==> src/sv/rcf_pkg.sv <==
package rcf_pkg;

    // Texture store geometry
    localparam int TEX_SIZE      = 64;
    localparam int TEX_BITS      = $clog2(TEX_SIZE);
    localparam int TEXTURE_COUNT = 4;
    localparam int TEXNUM_W      = $clog2(TEXTURE_COUNT);
    localparam int STORE_DEPTH   = TEXTURE_COUNT * TEX_SIZE * TEX_SIZE;
    localparam int STORE_AW      = $clog2(STORE_DEPTH);

    // Field widths
    localparam int COLOUR_W = 24;
    localparam int ROW_W    = 9;
    localparam int COL_W    = 12;
    localparam int LH_W     = 16;
    localparam int ADDR_W   = 14;

    // Fixed-point walk
    localparam int FRAC_W = 16;
    localparam int STEP_W = 24;
    localparam int POS_W  = 40;
    localparam int OFS_W  = 18;

    // Step divider: dividend is TEX_SIZE with FRAC_W fraction bits
    localparam int DIV_W     = TEX_BITS + FRAC_W + 1;
    localparam int DIV_CNT_W = $clog2(DIV_W);
    localparam logic [DIV_W-1:0] DIVIDEND = DIV_W'(TEX_SIZE * (1 << FRAC_W));

    // Halve each channel of a shaded texel
    localparam logic [COLOUR_W-1:0] SHADE_MASK = 24'h7F7F7F;

    // Command queue between front and back
    localparam int QUEUE_DEPTH = 4;
    localparam int QPTR_W      = $clog2(QUEUE_DEPTH);
    localparam int QCNT_W      = $clog2(QUEUE_DEPTH + 1);

    // Request kinds
    localparam logic REQ_TEXEL = 1'b0;
    localparam logic REQ_PIXEL = 1'b1;

    // Configuration register indexes
    localparam logic REG_CEILING = 1'b0;
    localparam logic REG_FLOOR   = 1'b1;

    // Texture numbers
    localparam logic [TEXNUM_W-1:0] TEX_XPOS = 2'd0;
    localparam logic [TEXNUM_W-1:0] TEX_XNEG = 2'd1;
    localparam logic [TEXNUM_W-1:0] TEX_YPOS = 2'd2;
    localparam logic [TEXNUM_W-1:0] TEX_YNEG = 2'd3;

    // Row class of a pixel
    typedef enum logic [1:0] {
        CLS_CEILING = 2'd0,
        CLS_FLOOR   = 2'd1,
        CLS_WALL    = 2'd2
    } t_cls;

    typedef struct packed {
        logic                    req_type;
        logic [ADDR_W-1:0]       texel_address;
        logic [COLOUR_W-1:0]     texel_value;
        logic [COL_W-1:0]        column;
        logic [ROW_W-1:0]        wall_top;
        logic [ROW_W-1:0]        floor_top;
        logic [LH_W-1:0]         wall_height;
        logic [TEX_BITS-1:0]     tex_x;
        logic                    side;
        logic                    dir_x_positive;
        logic                    dir_y_positive;
    } t_in;

    typedef struct packed {
        logic [COLOUR_W-1:0] colour;
        logic [ROW_W-1:0]    row;
        logic [COL_W-1:0]    out_column;
        logic                last_of_column;
    } t_out;

    // Classified command as queued for the back end
    typedef struct packed {
        logic                    req_type;
        logic                    first;
        t_cls                    cls;
        logic [TEXNUM_W-1:0]     tex_num;
        logic [TEX_BITS-1:0]     tex_x;
        logic                    side;
        logic [ROW_W-1:0]        row;
        logic [COL_W-1:0]        column;
        logic                    last;
        logic [LH_W-1:0]         lh;
        logic [OFS_W-1:0]        offset;
        logic [STORE_AW-1:0]     waddr;
        logic [COLOUR_W-1:0]     wdata;
    } t_cmd;

endpackage

==> src/sv/rcf_front.sv <==
module rcf_front
    import rcf_pkg::*;
#(
    parameter int SCREEN_ROWS = 480
) (
    input  logic i_clk,
    input  logic i_rst_n,
    input  logic i_in_valid,
    output logic o_in_ready,
    input  t_in  i_in_data,
    input  logic i_full,
    output logic o_push,
    output t_cmd o_cmd
);

    localparam int RW = $clog2(SCREEN_ROWS);
    localparam int CW = (RW > ROW_W) ? RW : ROW_W;

    logic [RW-1:0]    r_row;
    logic [RW-1:0]    n_row;
    logic             is_pixel;
    logic             is_last;
    logic [LH_W-1:0]  lh;
    logic [OFS_W-1:0] offset;
    logic [CW-1:0]    row_cmp;
    t_cls             cls;

    assign o_in_ready = !i_full;
    assign o_push     = i_in_valid && !i_full;
    assign is_pixel   = (i_in_data.req_type == REQ_PIXEL);
    assign is_last    = (r_row == RW'(SCREEN_ROWS - 1));
    assign row_cmp    = CW'(r_row);

    // Clamp zero line height, form start offset of the texture walk
    assign lh     = (i_in_data.wall_height == '0) ? LH_W'(1) : i_in_data.wall_height;
    assign offset = OFS_W'(i_in_data.wall_top) - OFS_W'(SCREEN_ROWS / 2)
                  + OFS_W'(lh[LH_W-1:1]);

    // Classify the row: floor wins over ceiling
    always_comb begin
        if (row_cmp >= CW'(i_in_data.floor_top)) begin
            cls = CLS_FLOOR;
        end else if (row_cmp < CW'(i_in_data.wall_top)) begin
            cls = CLS_CEILING;
        end else begin
            cls = CLS_WALL;
        end
    end

    // Build the queued command
    always_comb begin
        o_cmd.req_type = i_in_data.req_type;
        o_cmd.first    = (r_row == '0);
        o_cmd.cls      = cls;
        if (i_in_data.side) begin
            o_cmd.tex_num = i_in_data.dir_y_positive ? TEX_YPOS : TEX_YNEG;
        end else begin
            o_cmd.tex_num = i_in_data.dir_x_positive ? TEX_XPOS : TEX_XNEG;
        end
        o_cmd.tex_x    = i_in_data.tex_x;
        o_cmd.side     = i_in_data.side;
        o_cmd.row      = ROW_W'(r_row);
        o_cmd.column   = i_in_data.column;
        o_cmd.last     = is_last;
        o_cmd.lh       = lh;
        o_cmd.offset   = offset;
        o_cmd.waddr    = i_in_data.texel_address[STORE_AW-1:0];
        o_cmd.wdata    = i_in_data.texel_value;
    end

    // Advance the row walk on each pixel transfer, wrap at column end
    always_comb begin
        n_row = r_row;
        if (o_push && is_pixel) begin
            n_row = is_last ? '0 : r_row + RW'(1);
        end
    end

    always_ff @(posedge i_clk) begin
        if (!i_rst_n) begin
            r_row <= '0;
        end else begin
            r_row <= n_row;
        end
    end

endmodule

==> config.mk <==
export PLATFORM = sky130hd
export DESIGN_NAME = rcf_front
export DESIGN_NICKNAME = d
export VERILOG_FILES = /design/src/sv/rcf_pkg.sv /design/src/sv/rcf_front.sv
export SDC_FILE = /design/constraint.sdc
export NUM_CORES = 1
export LEC_CHECK = 0
export ABC_AREA = 1
export BUFFER_PORTS_ARGS = -buffer_cell sky130_fd_sc_hd__buf_4
export CORE_ASPECT_RATIO = 1.1
export CORE_MARGIN = 10
export CORE_UTILIZATION = 37
export CTS_CLUSTER_DIAMETER = 80
export CTS_CLUSTER_SIZE = 12
export DETAILED_ROUTE_END_ITERATION = 12
export HOLD_SLACK_MARGIN = 0.1
export PLACE_DENSITY = 0.8
export SLEW_MARGIN = 20
export SYNTH_ARGS = -nofsm -noshare
export SYNTH_HDL_FRONTEND = slang
export SYNTH_SLANG_ARGS = --single-unit
==> constraint.sdc <==
create_clock -name i_clk -period 2.65 [get_ports i_clk]
set_input_delay 0.53 -clock i_clk [delete_from_list [all_inputs] [get_ports i_clk]]
set_output_delay 0.53 -clock i_clk [all_outputs]
set_load 0.02 [all_outputs]
==> flow_summary.json <==
{
  "cp.required_ns": 2.12,
  "critPathBufInv": 4,
  "slew_headroom_pct": 75.66,
  "grt_pass1_wl_um": 11940,
  "cts_root_buffer": "clkbuf_8",
  "synth_nets": 568,
  "cts_tree": "built",
  "hp-class": "input port to flip-flop",
  "fill_cells": 628,
  "cp-start-kind": "input port",
  "ant_nets": 0,
  "ys_ff_latch": 9,
  "cts_buffers": 3,
  "drive_gt1_share_pct": 37.89,
  "power.leakage_uw": 0.001924,
  "worstRegToRegCells": 8,
  "reg.largest.list": "r_row x9",
  "start_util_pct": 38.52,
  "synth_top_flop_cell": "dfxtp_1",
  "skew_ns": 0.004526,
  "hold_path_depth": 3,
  "route.detailed.drc": 0,
  "clkSinkCount": 9,
  "postSynthCellCount": 433,
  "crit_path_end_kind": "output pin",
  "rsz0062_at_grt": "yes",
  "ir_drop_mv": 0.1833,
  "viasPerCell": 4.811,
  "syn_area_per_cell_um2": 5.901,
  "antenna_found_initial": 0,
  "synth_area_um2": 2555,
  "synth_warnings": 0,
  "die-height_um": 107.2,
  "cp_slowest_cell": "ha_4",
  "power.total_uw": 1024,
  "critPathMaxFanout": 4,
  "mostFrequentLayoutCells": "buf_4 (99), nand2_1 (96), inv_1 (71), ha_1 (27), nor2_1 (26)",
  "worstPathArrival_ns": 2.11,
  "die_area_um2": 10630,
  "clock_latency_ns": 0.23,
  "fin_area_um2": 3381,
  "final_common_cell": "buf_4",
  "htreeDepth": 1,
  "critPathTopFamily": "simple AND/OR/NAND/NOR gates",
  "area_delta_synth_final_pct": 32.32,
  "synth_cell_types": 33,
  "routed_wirelength_um": 7806,
  "grt_overflow_total": 0,
  "yosysSeqAreaShare_pct": 7.052,
  "dr.first_iter.drc_count": 59,
  "cpMostUsedCell": "nand2_2",
  "synth_edf_count": 0,
  "finalSetupViolations": 0,
  "tightest_slew_ns": 0.3645,
  "min_period_over_period_pct": 99.80,
  "routedWlPerCell_um": 14.01,
  "async_reset_ff_share_pct": 0,
  "rows": 31,
  "fmax_mhz": 378.1,
  "slew_viol_final": 0,
  "place.port_buffers": 94,
  "power_density_nw_per_um2": 303.0,
  "maxCapViolations": 0,
  "cts_buffer_depth": 2,
  "vias": 2680,
  "timing.final.crit_period_ns": 2.645,
  "cp_slowest_stage_delay_ns": 0.29,
  "top_register": "r_row",
  "dpl_cell_area_um2": 2959,
  "gp_congestion": 0.8503,
  "first_pass_iters": 4,
  "fin_cells": 557,
  "grt_pass1_vias": 2720,
  "track_usage_pct": 13.15,
  "coreArea_um2": 6633,
  "place_inst": 547,
  "diodes": 0,
  "fin_nets": 611,
  "outcome": "completed",
  "die_x_um": 99.23,
  "final_core_util_pct": 50.97,
  "critPathKind": "input port to output pin",
  "cp_cell_sequence": "buf_8 > ha_4 > nand3_2 > xor2_1 > inv_1 > ha_4 > nand2_2 > inv_2 > nand2_4 > nor3_4 > nand2_2 > nand2_1 > nand2_1 > nand2_2 > buf_6",
  "dp_hpwl_um": 6391,
  "finalHoldViolations": 0,
  "largest_register_ffs": 9,
  "ios": 207,
  "clk_pin_slew_ns": 0.04,
  "path_depth": 15,
  "grt_start_max_net_pins": 11
}
-- synth_stat cells (all sizes together), types with 3 or more instances --
cell	instances	area share, %
dfxtp	9	7.1
clkbuf	15	2.2
xor2	8	2.7
nor2	30	4.8
a21oi	17	3.3
inv	81	12
o21ai	3	0.59
nand3b	3	0.88
buf	61	18
nand4	4	0.98
nor3	8	2.0
nand2	121	18
ha	36	18
nor4	3	0.73
nand3	20	4.6
-- final timing paths --
| check | from | endpoint | slack, ns |
|---|---|---|---|
| max | i_in_data[38] | o_cmd[54] | 0.005 |
| min | i_rst_n | r_row[2] | 0.54 |
| max reg2reg | r_row[1] | r_row[7] | 1.21 |
| min reg2reg | r_row[0] | r_row[0] | 0.55 |
-- layout make-up --
class                   instances  area [um^2]  area share [%]
clock buffers                   4        45.04           1.332
inverters                      81        304.0           8.993
multi-input cells             267         1821           53.85
flip-flops and latches          9        180.2           5.329
well taps                      82        102.6           3.035
repair buffers                114        928.4           27.46
-- cells by family (layout without fill, tap and decap cells) --
kind of cell / Yosys count / after routing / synth area share [%]
flops: 9 / 9 / 7.052
buf+inv: 157 / 199 / 32.03
compound gates: 25 / 25 / 5.387
fa+ha+maj: 37 / 37 / 18.41
xor+xnor: 10 / 10 / 3.428
mux: 1 / 1 / 0.3918
simple gates: 194 / 194 / 33.30
-- through the flow --
step | setup WS (ns) | TNS (ns) | hold slack (ns)
6_report | 0.005317 | 0 | 0.5409
5_1_grt | -0.1349 | -0.7473 | 0.5531
4_1_cts | -0.008480 | -0.01573 | 0.5418
3_5_place_dp | -0.1867 | -1.087 | 0.5399
3_3_place_gp | -0.1247 | -0.7275 | 0.5278
2_1_floorplan | 0.02338 | 0 | 0.5873
-- timing repair --
| item | CTS | global route |
|---|---|---|
| hold buffers | 0 | 0 |
| gates cloned | 0 | 0 |
| buffers inserted | 5 | 1 |
| resized for setup | 31 | 43 |
| setup endpoints to repair | 10 | 10 |
| pin swaps | 20 | 24 |
-- power breakdown --
group	internal (uW)	leakage (uW)	switching, uW
Sequential	138	0.0000727	2.63
Clock	104	0.0000228	49.5
Combinational	329	0.00183	401
Total	571	0.00192	453
-- tightest hold or removal path: cells and delay by family --
family / cells / cell delay [ns]
AO/OA/AOI/OAI: 1 / 0.04
buffers and inverters: 2 / 0.15
-- layer usage --
layer | GRT usage (%) | part of all wire [%] | vias to the layer above | routed length (um)
li1 | - | - | 1344 | -
met4 | 4.918 | 2.3 | 0 | 176
met3 | 4.945 | 9.9 | 31 | 770
met1 | 11.87 | 35 | 1200 | 2770
met2 | 25.70 | 52 | 105 | 4089
met5 | 0 | 0 | - | 0
No activity file was read; power rests on OpenSTA's default activity.
