<file path="src/sv/rcf_pkg.sv">
package rcf_pkg;

    // Texture store geometry
    localparam int TEX_SIZE      = 64;
    localparam int TEX_BITS      = $clog2(TEX_SIZE);
    localparam int TEXTURE_COUNT = 4;
    localparam int TEXNUM_W      = $clog2(TEXTURE_COUNT);
    localparam int STORE_DEPTH   = TEXTURE_COUNT * TEX_SIZE * TEX_SIZE;
    localparam int STORE_AW      = $clog2(STORE_DEPTH);

    // Field widths
    localparam int COLOUR_W = 24;
    localparam int ROW_W    = 9;
    localparam int COL_W    = 12;
    localparam int LH_W     = 16;
    localparam int ADDR_W   = 14;

    // Fixed-point walk
    localparam int FRAC_W = 16;
    localparam int STEP_W = 24;
    localparam int POS_W  = 40;
    localparam int OFS_W  = 18;

    // Step divider: dividend is TEX_SIZE with FRAC_W fraction bits
    localparam int DIV_W     = TEX_BITS + FRAC_W + 1;
    localparam int DIV_CNT_W = $clog2(DIV_W);
    localparam logic [DIV_W-1:0] DIVIDEND = DIV_W'(TEX_SIZE * (1 << FRAC_W));

    // Halve each channel of a shaded texel
    localparam logic [COLOUR_W-1:0] SHADE_MASK = 24'h7F7F7F;

    // Command queue between front and back
    localparam int QUEUE_DEPTH = 4;
    localparam int QPTR_W      = $clog2(QUEUE_DEPTH);
    localparam int QCNT_W      = $clog2(QUEUE_DEPTH + 1);

    // Request kinds
    localparam logic REQ_TEXEL = 1'b0;
    localparam logic REQ_PIXEL = 1'b1;

    // Configuration register indexes
    localparam logic REG_CEILING = 1'b0;
    localparam logic REG_FLOOR   = 1'b1;

    // Texture numbers
    localparam logic [TEXNUM_W-1:0] TEX_XPOS = 2'd0;
    localparam logic [TEXNUM_W-1:0] TEX_XNEG = 2'd1;
    localparam logic [TEXNUM_W-1:0] TEX_YPOS = 2'd2;
    localparam logic [TEXNUM_W-1:0] TEX_YNEG = 2'd3;

    // Row class of a pixel
    typedef enum logic [1:0] {
        CLS_CEILING = 2'd0,
        CLS_FLOOR   = 2'd1,
        CLS_WALL    = 2'd2
    } t_cls;

    typedef struct packed {
        logic                    req_type;
        logic [ADDR_W-1:0]       texel_address;
        logic [COLOUR_W-1:0]     texel_value;
        logic [COL_W-1:0]        column;
        logic [ROW_W-1:0]        wall_top;
        logic [ROW_W-1:0]        floor_top;
        logic [LH_W-1:0]         wall_height;
        logic [TEX_BITS-1:0]     tex_x;
        logic                    side;
        logic                    dir_x_positive;
        logic                    dir_y_positive;
    } t_in;

    typedef struct packed {
        logic [COLOUR_W-1:0] colour;
        logic [ROW_W-1:0]    row;
        logic [COL_W-1:0]    out_column;
        logic                last_of_column;
    } t_out;

    // Classified command as queued for the back end
    typedef struct packed {
        logic                    req_type;
        logic                    first;
        t_cls                    cls;
        logic [TEXNUM_W-1:0]     tex_num;
        logic [TEX_BITS-1:0]     tex_x;
        logic                    side;
        logic [ROW_W-1:0]        row;
        logic [COL_W-1:0]        column;
        logic                    last;
        logic [LH_W-1:0]         lh;
        logic [OFS_W-1:0]        offset;
        logic [STORE_AW-1:0]     waddr;
        logic [COLOUR_W-1:0]     wdata;
    } t_cmd;

endpackage

</file>
<file path="src/sv/rcf_queue.sv">
module rcf_queue
    import rcf_pkg::*;
(
    input  logic i_clk,
    input  logic i_rst_n,
    input  logic i_push,
    input  t_cmd i_cmd,
    output logic o_full,
    input  logic i_pop,
    output logic o_valid,
    output t_cmd o_head
);

    t_cmd              r_mem [QUEUE_DEPTH];
    logic [QPTR_W-1:0] r_wr;
    logic [QPTR_W-1:0] r_rd;
    logic [QCNT_W-1:0] r_cnt;

    assign o_full  = (r_cnt == QCNT_W'(QUEUE_DEPTH));
    assign o_valid = (r_cnt != '0);
    assign o_head  = r_mem[r_rd];

    // Store entries; depth is a power of two so pointers wrap on their own
    always_ff @(posedge i_clk) begin
        if (i_push) begin
            r_mem[r_wr] <= i_cmd;
        end
    end

    always_ff @(posedge i_clk) begin
        if (!i_rst_n) begin
            r_wr  <= '0;
            r_rd  <= '0;
            r_cnt <= '0;
        end else begin
            if (i_push) begin
                r_wr <= r_wr + QPTR_W'(1);
            end
            if (i_pop) begin
                r_rd <= r_rd + QPTR_W'(1);
            end
            if (i_push && !i_pop) begin
                r_cnt <= r_cnt + QCNT_W'(1);
            end else if (i_pop && !i_push) begin
                r_cnt <= r_cnt - QCNT_W'(1);
            end
        end
    end

endmodule

</file>
<file path="config.mk">
export PLATFORM = sky130hd
export DESIGN_NAME = rcf_queue
export DESIGN_NICKNAME = d
export VERILOG_FILES = /design/src/sv/rcf_pkg.sv /design/src/sv/rcf_queue.sv
export SDC_FILE = /design/constraint.sdc
export NUM_CORES = 1
export LEC_CHECK = 0
export ABC_CLOCK_PERIOD_IN_PS = 8500
export BUFFER_PORTS_ARGS = -buffer_cell sky130_fd_sc_hd__buf_2
export CAP_MARGIN = 5
export CORE_AREA = 5 5 168 170
export DETAILED_ROUTE_END_ITERATION = 7
export DIE_AREA = 0 0 173 175
export GPL_TIMING_DRIVEN = 0
export PLACE_DENSITY = 0.88
export SYNTH_ARGS = -nofsm -noshare
export SYNTH_HDL_FRONTEND = slang
export SYNTH_SLANG_ARGS = --single-unit
</file>
<file path="constraint.sdc">
create_clock -name i_clk -period 8.5 [get_ports i_clk]
set_input_delay 1.7 -clock i_clk [delete_from_list [all_inputs] [get_ports i_clk]]
set_output_delay 1.7 -clock i_clk [all_outputs]
set_load 0.01 [all_outputs]
</file>
==> results of run 1 <==
==> area by class of cell <==
cell class / count / area share (%)
buffer: 24 / 0.832
timing repair buffer: 226 / 6.76
tap: 341 / 2.25
clock inverter: 17 / 1.02
antenna: 1 / 0.0132
inverter: 4 / 0.0793
clock buffer: 54 / 6.12
sequential: 437 / 68.8
multi-input combinational: 137 / 14.1
==> critical path, stage by stage (launching register included) <==
cell and delay (ps):
dfxtp_1 300, buf_2 260, clkbuf_1 590, mux4_2 430, buf_2 160
==> layer usage <==
layer | vias up | GRT usage [%] | routed length (um)
met4 | 6 | 6.12 | 678
met1 | 3728 | 26.7 | 11700
met2 | 284 | 32.5 | 15000
met3 | 58 | 4.11 | 2020
met5 | - | 0 | 41
li1 | 3135 | - | -
==> sequential cells by signal (all words and copies together), names as in the netlist, named ones only <==
register	flops
r_cnt	3
r_wr	2
r_mem	428
r_rd	2
==> Yosys cell counts, drive strengths merged <==
cell type,count
a21boi,1
and2,9
buf,17
clkbuf,7
dfxtp,9
edfxtp,428
fa,1
ha,5
inv,4
mux2i,2
mux4,107
nand2,1
nor2b,2
nor3b,1
o21ai,1
or3,2
xnor2,2
xor2,3
==> final timing paths <==
path,startpoint,to,slack [ps],cells after the start
worst max-delay path,register,o_head[98],4550,4
worst min-delay path,r_cnt[2],r_cnt[2],550,2
worst max register to register,r_wr[0],r_mem[3][102],6450,3
worst min register to register,r_cnt[2],r_cnt[2],550,2
==> cell families (layout without fill, tap and decap cells) <==
group	Yosys count	count (layout)
buffers and inverters	28	325
other	0	1
xor gates and xnor gates	5	5
muxes	109	109
DFF	437	437
AOI/OAI and AO/OA	2	2
adders and majority gates	6	6
and+or+nand+nor	15	15
==> power breakdown <==
| group | internal (mW) | switching [mW] | leakage, nW |
|---|---|---|---|
| Sequential | 2.48 | 0.0260 | 4.01 |
| Clock | 1.08 | 0.729 | 0.648 |
| Combinational | 0.217 | 0.249 | 1.77 |
==> metrics by stage <==
stage | cell area [sq um] | std cells
4_1_cts | 18900 | 1240
5_1_grt | 18900 | 1241
3_3_place_gp | 17400 | 1162
3_5_place_dp | 17600 | 1169
2_1_floorplan | 15900 | 602
6_report | 18900 | 1241
==> impl_metrics.tcl, run 1 <==
set metrics [dict create \
    critPathLaunchType "register" \
    cts_sinks 437 \
    hold_viol 0 \
    post_cts_buffers 0 \
    finalCritPeriodShare_pct 46.5 \
    cts_buffers 42 \
    synth_area_leaders "edfxtp_1 81%, mux4_2 15%, dfxtp_1 1.1%" \
    clkTransAtPathRegs_ps 60 \
    hp-class "register to register" \
    avgSynthCellArea_sq_um 26.4 \
    finalSetupViolCount 0 \
    worstSkewPairLatency_ps 520 \
    crit_fanout 10 \
    ant_nets 0 \
    multi_input_area_sq_mm 0.00267 \
    worstPathRequired_ps 6800 \
    gp_congestion 0.703 \
    area_growth_pct 19.4 \
    syn-cell-area_sq_mm 0.0159 \
    track_usage_pct 19.6 \
    dieArea_sq_mm 0.0303 \
    seq_area_frac_synth_pct 82.1 \
    yosysWarnings 0 \
    wl_um 29400 \
    min_period_ps 3950 \
    p_total_mw 4.78 \
    grt_max_degree 59 \
    synth_fa_ha_area_share_pct 0.520 \
    synth_mux_area_share_pct 15.3 \
    io_pins 220 \
    synth_xor_area_share_pct 0.276 \
    fmax_mhz 253 \
    ctsResizeCount 0 \
    max-slew-margin-rel_pct 46.0 \
    htree_levels 2 \
    regArea_sq_mm 0.0130 \
    drtIter0Drc 643 \
    synth_top_cell_area_share_pct 81.0 \
    postCtsHoldBufs 0 \
    drc 0 \
    ys_ff_latch 437 \
    fin_util_pct 71.3 \
    status "finished, final reports clean" \
    antenna_found_initial 4 \
    synth_top_area_cell "edfxtp_1" \
    slew_violations 0 \
    peakVddDrop_v 0.000235 \
    synth_cell_types 20 \
    hpwl_um 18800 \
    clk_path_buf_depth 3 \
    hold_ws_ps 546 \
    die_w_um 173 \
    fp.dieH_um 175 \
    crit_path_end_kind "primary output" \
    syn_inst 602 \
    grt_pass1_vias 7820 \
    arrival_ps 2250 \
    post-place-ws_ps 5070 \
    drive_above_1_share_pct 45.6 \
    rsz0062_at_grt "false" \
    max-cap-violations 0 \
    skew_ps 14.6 \
    synthSimpleGateAreaFrac_pct 0.584 \
    firstDrtPassIters 4 \
    fin_ws_ps 4550 \
    routed_via_density 5.81 \
    layout_common_cells "428 x edfxtp_1, 231 x buf_2, 107 x mux4_2" \
    coreArea_sq_mm 0.0266 \
    final_nets 989 \
    wl_per_cell_um 23.7 \
    start_util_pct 59.7 \
    leakagePower_nw 6.42 \
    worstSetupPathType "register to primary output" \
    synth_nets 719 \
    portBuffers 219 \
    nFillCells 1551 \
    tns_ps 0 \
    worst_pin_slew_ps 811 \
    grt_pass1_wl_um 45100 \
    vias 7211 \
    synth_top_family_by_area "multiplexers" \
    cts_root_buf "clkbuf_16" \
    synth-compound-area-share_pct 0.0789 \
    power.density_mw_per_mm2 252 \
    final_common_cell "edfxtp_1" \
    grt-ovfl-total 0 \
    cts_tree "yes" \
    rows 60 \
]
Note: power is estimated with default switching activity, not from simulation.
==> run 2, diff against run 1 <==
Settings changed: ABC_CLOCK_PERIOD_IN_PS 8500 to 3900, CORE_AREA 5 5 168 170 to 5 5 173 175, DIE_AREA 0 0 173 175 to 0 0 178 180, PLACE_DENSITY 0.88 to 0.84.
Clock period 8.5 ns to 3.9 ns, I/O delays scaled along.
==> run 2 against run 1 <==
  * Power rose by 120%
  * First-iteration DRC count fell by 27%
  * Worst setup slack got worse by 3700 ps
  * Combinational power rose by 120%
  * Hold slack got worse by 81 ps
  * Sequential share of layout area fell by 0.39 points
  * Clock skew fell by 8.2 ps
  * Critical path type unchanged
  * Largest cell class unchanged
  * Largest power group unchanged
  * Highest routed layer unchanged
==> impl_metrics.tcl, run 2 (synthesis gave the netlist of run 1 again) <==
set metrics [dict create \
    crit_chain "buf_2, buf_2, buf_2, mux4_2, buf_2" \
    clock_power_share_pct 38.6 \
    antenna_found_initial 4 \
    crit_path_frequent_cell "buf_2" \
    arrival_ps 2280 \
    worstSetupPathType "register to primary output" \
    gp_congestion 0.706 \
    comb_power_share_pct 9.7 \
    worst_pin_slew_ps 780 \
    firstDrtPassIters 4 \
    grt-ovfl-total 0 \
    ant_nets 0 \
    reg_top3 "r_mem: 428 flops, r_cnt: 3 flops" \
    regToRegSetupSlack_ps 1890 \
    crit_path_end_kind "primary output" \
    io_pins 220 \
    final_nets 989 \
    hp-class "primary input to register" \
    postLayoutCellArea_sq_mm 0.0190 \
    rows 62 \
    drtIter0Drc 471 \
    coreArea_sq_mm 0.0283 \
    area_growth_pct 20.0 \
    crit_fanout 10 \
    cts_buffers 42 \
    grt_pass1_vias 7655 \
    switching_share_pct 21.1 \
    grt_max_degree 60 \
    peakVddDrop_v 0.000396 \
    crit_slowest_cell "mux4_2" \
    max-cap-violations 0 \
    hold_depth 1 \
    cts_sinks 437 \
    r2r_cells 4 \
    leakagePower_nw 6.45 \
    intPower_mw 8.31 \
    fmax_mhz 326 \
    largest_reg_flops 428 \
    min_period_ps 3060 \
    fin_util_pct 67.3 \
    hpwl_um 18900 \
    rsz0062_at_grt "false" \
    post_cts_buffers 0 \
    portBuffers 219 \
    wl_um 30100 \
    grt_pass1_wl_um 45700 \
    start_util_pct 56.0 \
    ctsResizeCount 0 \
    worstPathRequired_ps 3120 \
    htree_levels 2 \
    instances_no_fill 1289 \
    post_dp_cell_area_sq_mm 0.0176 \
    postCtsHoldBufs 0 \
    finalCritPeriodShare_pct 78.6 \
    hold_ws_ps 464 \
    die_w_um 178 \
    vias 7151 \
    max_stage_delay_ps 370 \
    critPathLaunchType "register" \
    netSwitchingPower_mw 2.23 \
    power.density_mw_per_mm2 553 \
    max-slew-margin-rel_pct 48.0 \
    skew_ps 6.33 \
    r2r-end "r_mem[2][73]" \
    hp-start "i_cmd[35]" \
    seqPwrFrac_pct 51.7 \
    drc 0 \
    dp_cells 1212 \
    dieArea_sq_mm 0.0320 \
    finalSetupViolCount 0 \
    drive_above_1_share_pct 46.1 \
    slew_violations 0 \
    rr_startpoint "r_wr[0]" \
    hold-path-endpoint "r_mem[3][35]" \
    regMostFlops "r_mem" \
    cp_top_family "buffers and inverters" \
    hold_viol 0 \
    status "finished, final reports clean" \
    cts_tree "yes" \
    wl_per_cell_um 23.4 \
    track_usage_pct 18.9 \
    fp.dieH_um 180 \
    layout_common_cells "428 x edfxtp_1, 231 x buf_2, 107 x mux4_2" \
    clk_path_buf_depth 3 \
    crit_buf_inv 4 \
    cts_root_buf "clkbuf_16" \
    final_common_cell "edfxtp_1" \
    p_total_mw 10.5 \
    worstSkewPairLatency_ps 530 \
    routed_via_density 5.55 \
    clkTransAtPathRegs_ps 60 \
]
run 2: worst max-delay path by stage:
stage,startpoint,endpoint,slack (ps),cells past startpoint
after floorplan,i_push,r_mem[0][0],180,1
after global placement,i_push,r_mem[3][82],-1900,2
after detailed placement,register,o_head[29],1340,4
after CTS,register,o_head[29],770,4
after global routing,register,o_head[29],700,4
final,register,o_head[85],840,5
run 2: cell type report:
cell class | count | area, sq um
Antenna cell | 2 | 5.00
Buffer | 24 | 158
Clock buffer | 53 | 1120
Clock inverter | 22 | 282
Fill cell | 1772 | 9270
Inverter | 4 | 15.0
Multi-Input combinational cell | 137 | 2670
Sequential cell | 437 | 13000
Tap cell | 384 | 480
Timing Repair Buffer | 226 | 1280
run 2: worst register-to-register path, cell delays in order, from the launching register on:
cell	delay [ps]
dfxtp_1	350
inv_1	100
ha_1	140
and2_4	630
buf_16	370
run 2: power by group through the flow:
stage | Combinational, mW | Clock [mW] | Sequential, mW
4_1_cts | 1.05 | 4.15 | 5.45
3_3_place_gp | 0.986 | 0 | 5.57
2_1_floorplan | 0.590 | 0 | 5.55
5_1_grt | 1.11 | 4.37 | 5.46
6_report | 1.02 | 4.06 | 5.45
3_5_place_dp | 1.04 | 0 | 5.55
run 2: metal layers:
| layer | up-vias | share of wire [%] | GRT usage (%) |
|---|---|---|---|
| li1 | 3144 | - | - |
| met1 | 3672 | 39 | 25.6 |
| met2 | 291 | 50 | 30.6 |
| met3 | 38 | 8.7 | 5.76 |
| met4 | 6 | 1.5 | 4.46 |
| met5 | - | 0.14 | 0 |
run 2: through the flow:
stage	worst slack [ps]	TNS, ps
floorplan	177	0
global placement	-1900	-806070
detailed placement	1340	0
CTS	766	0
global route	704	0
finish	836	0
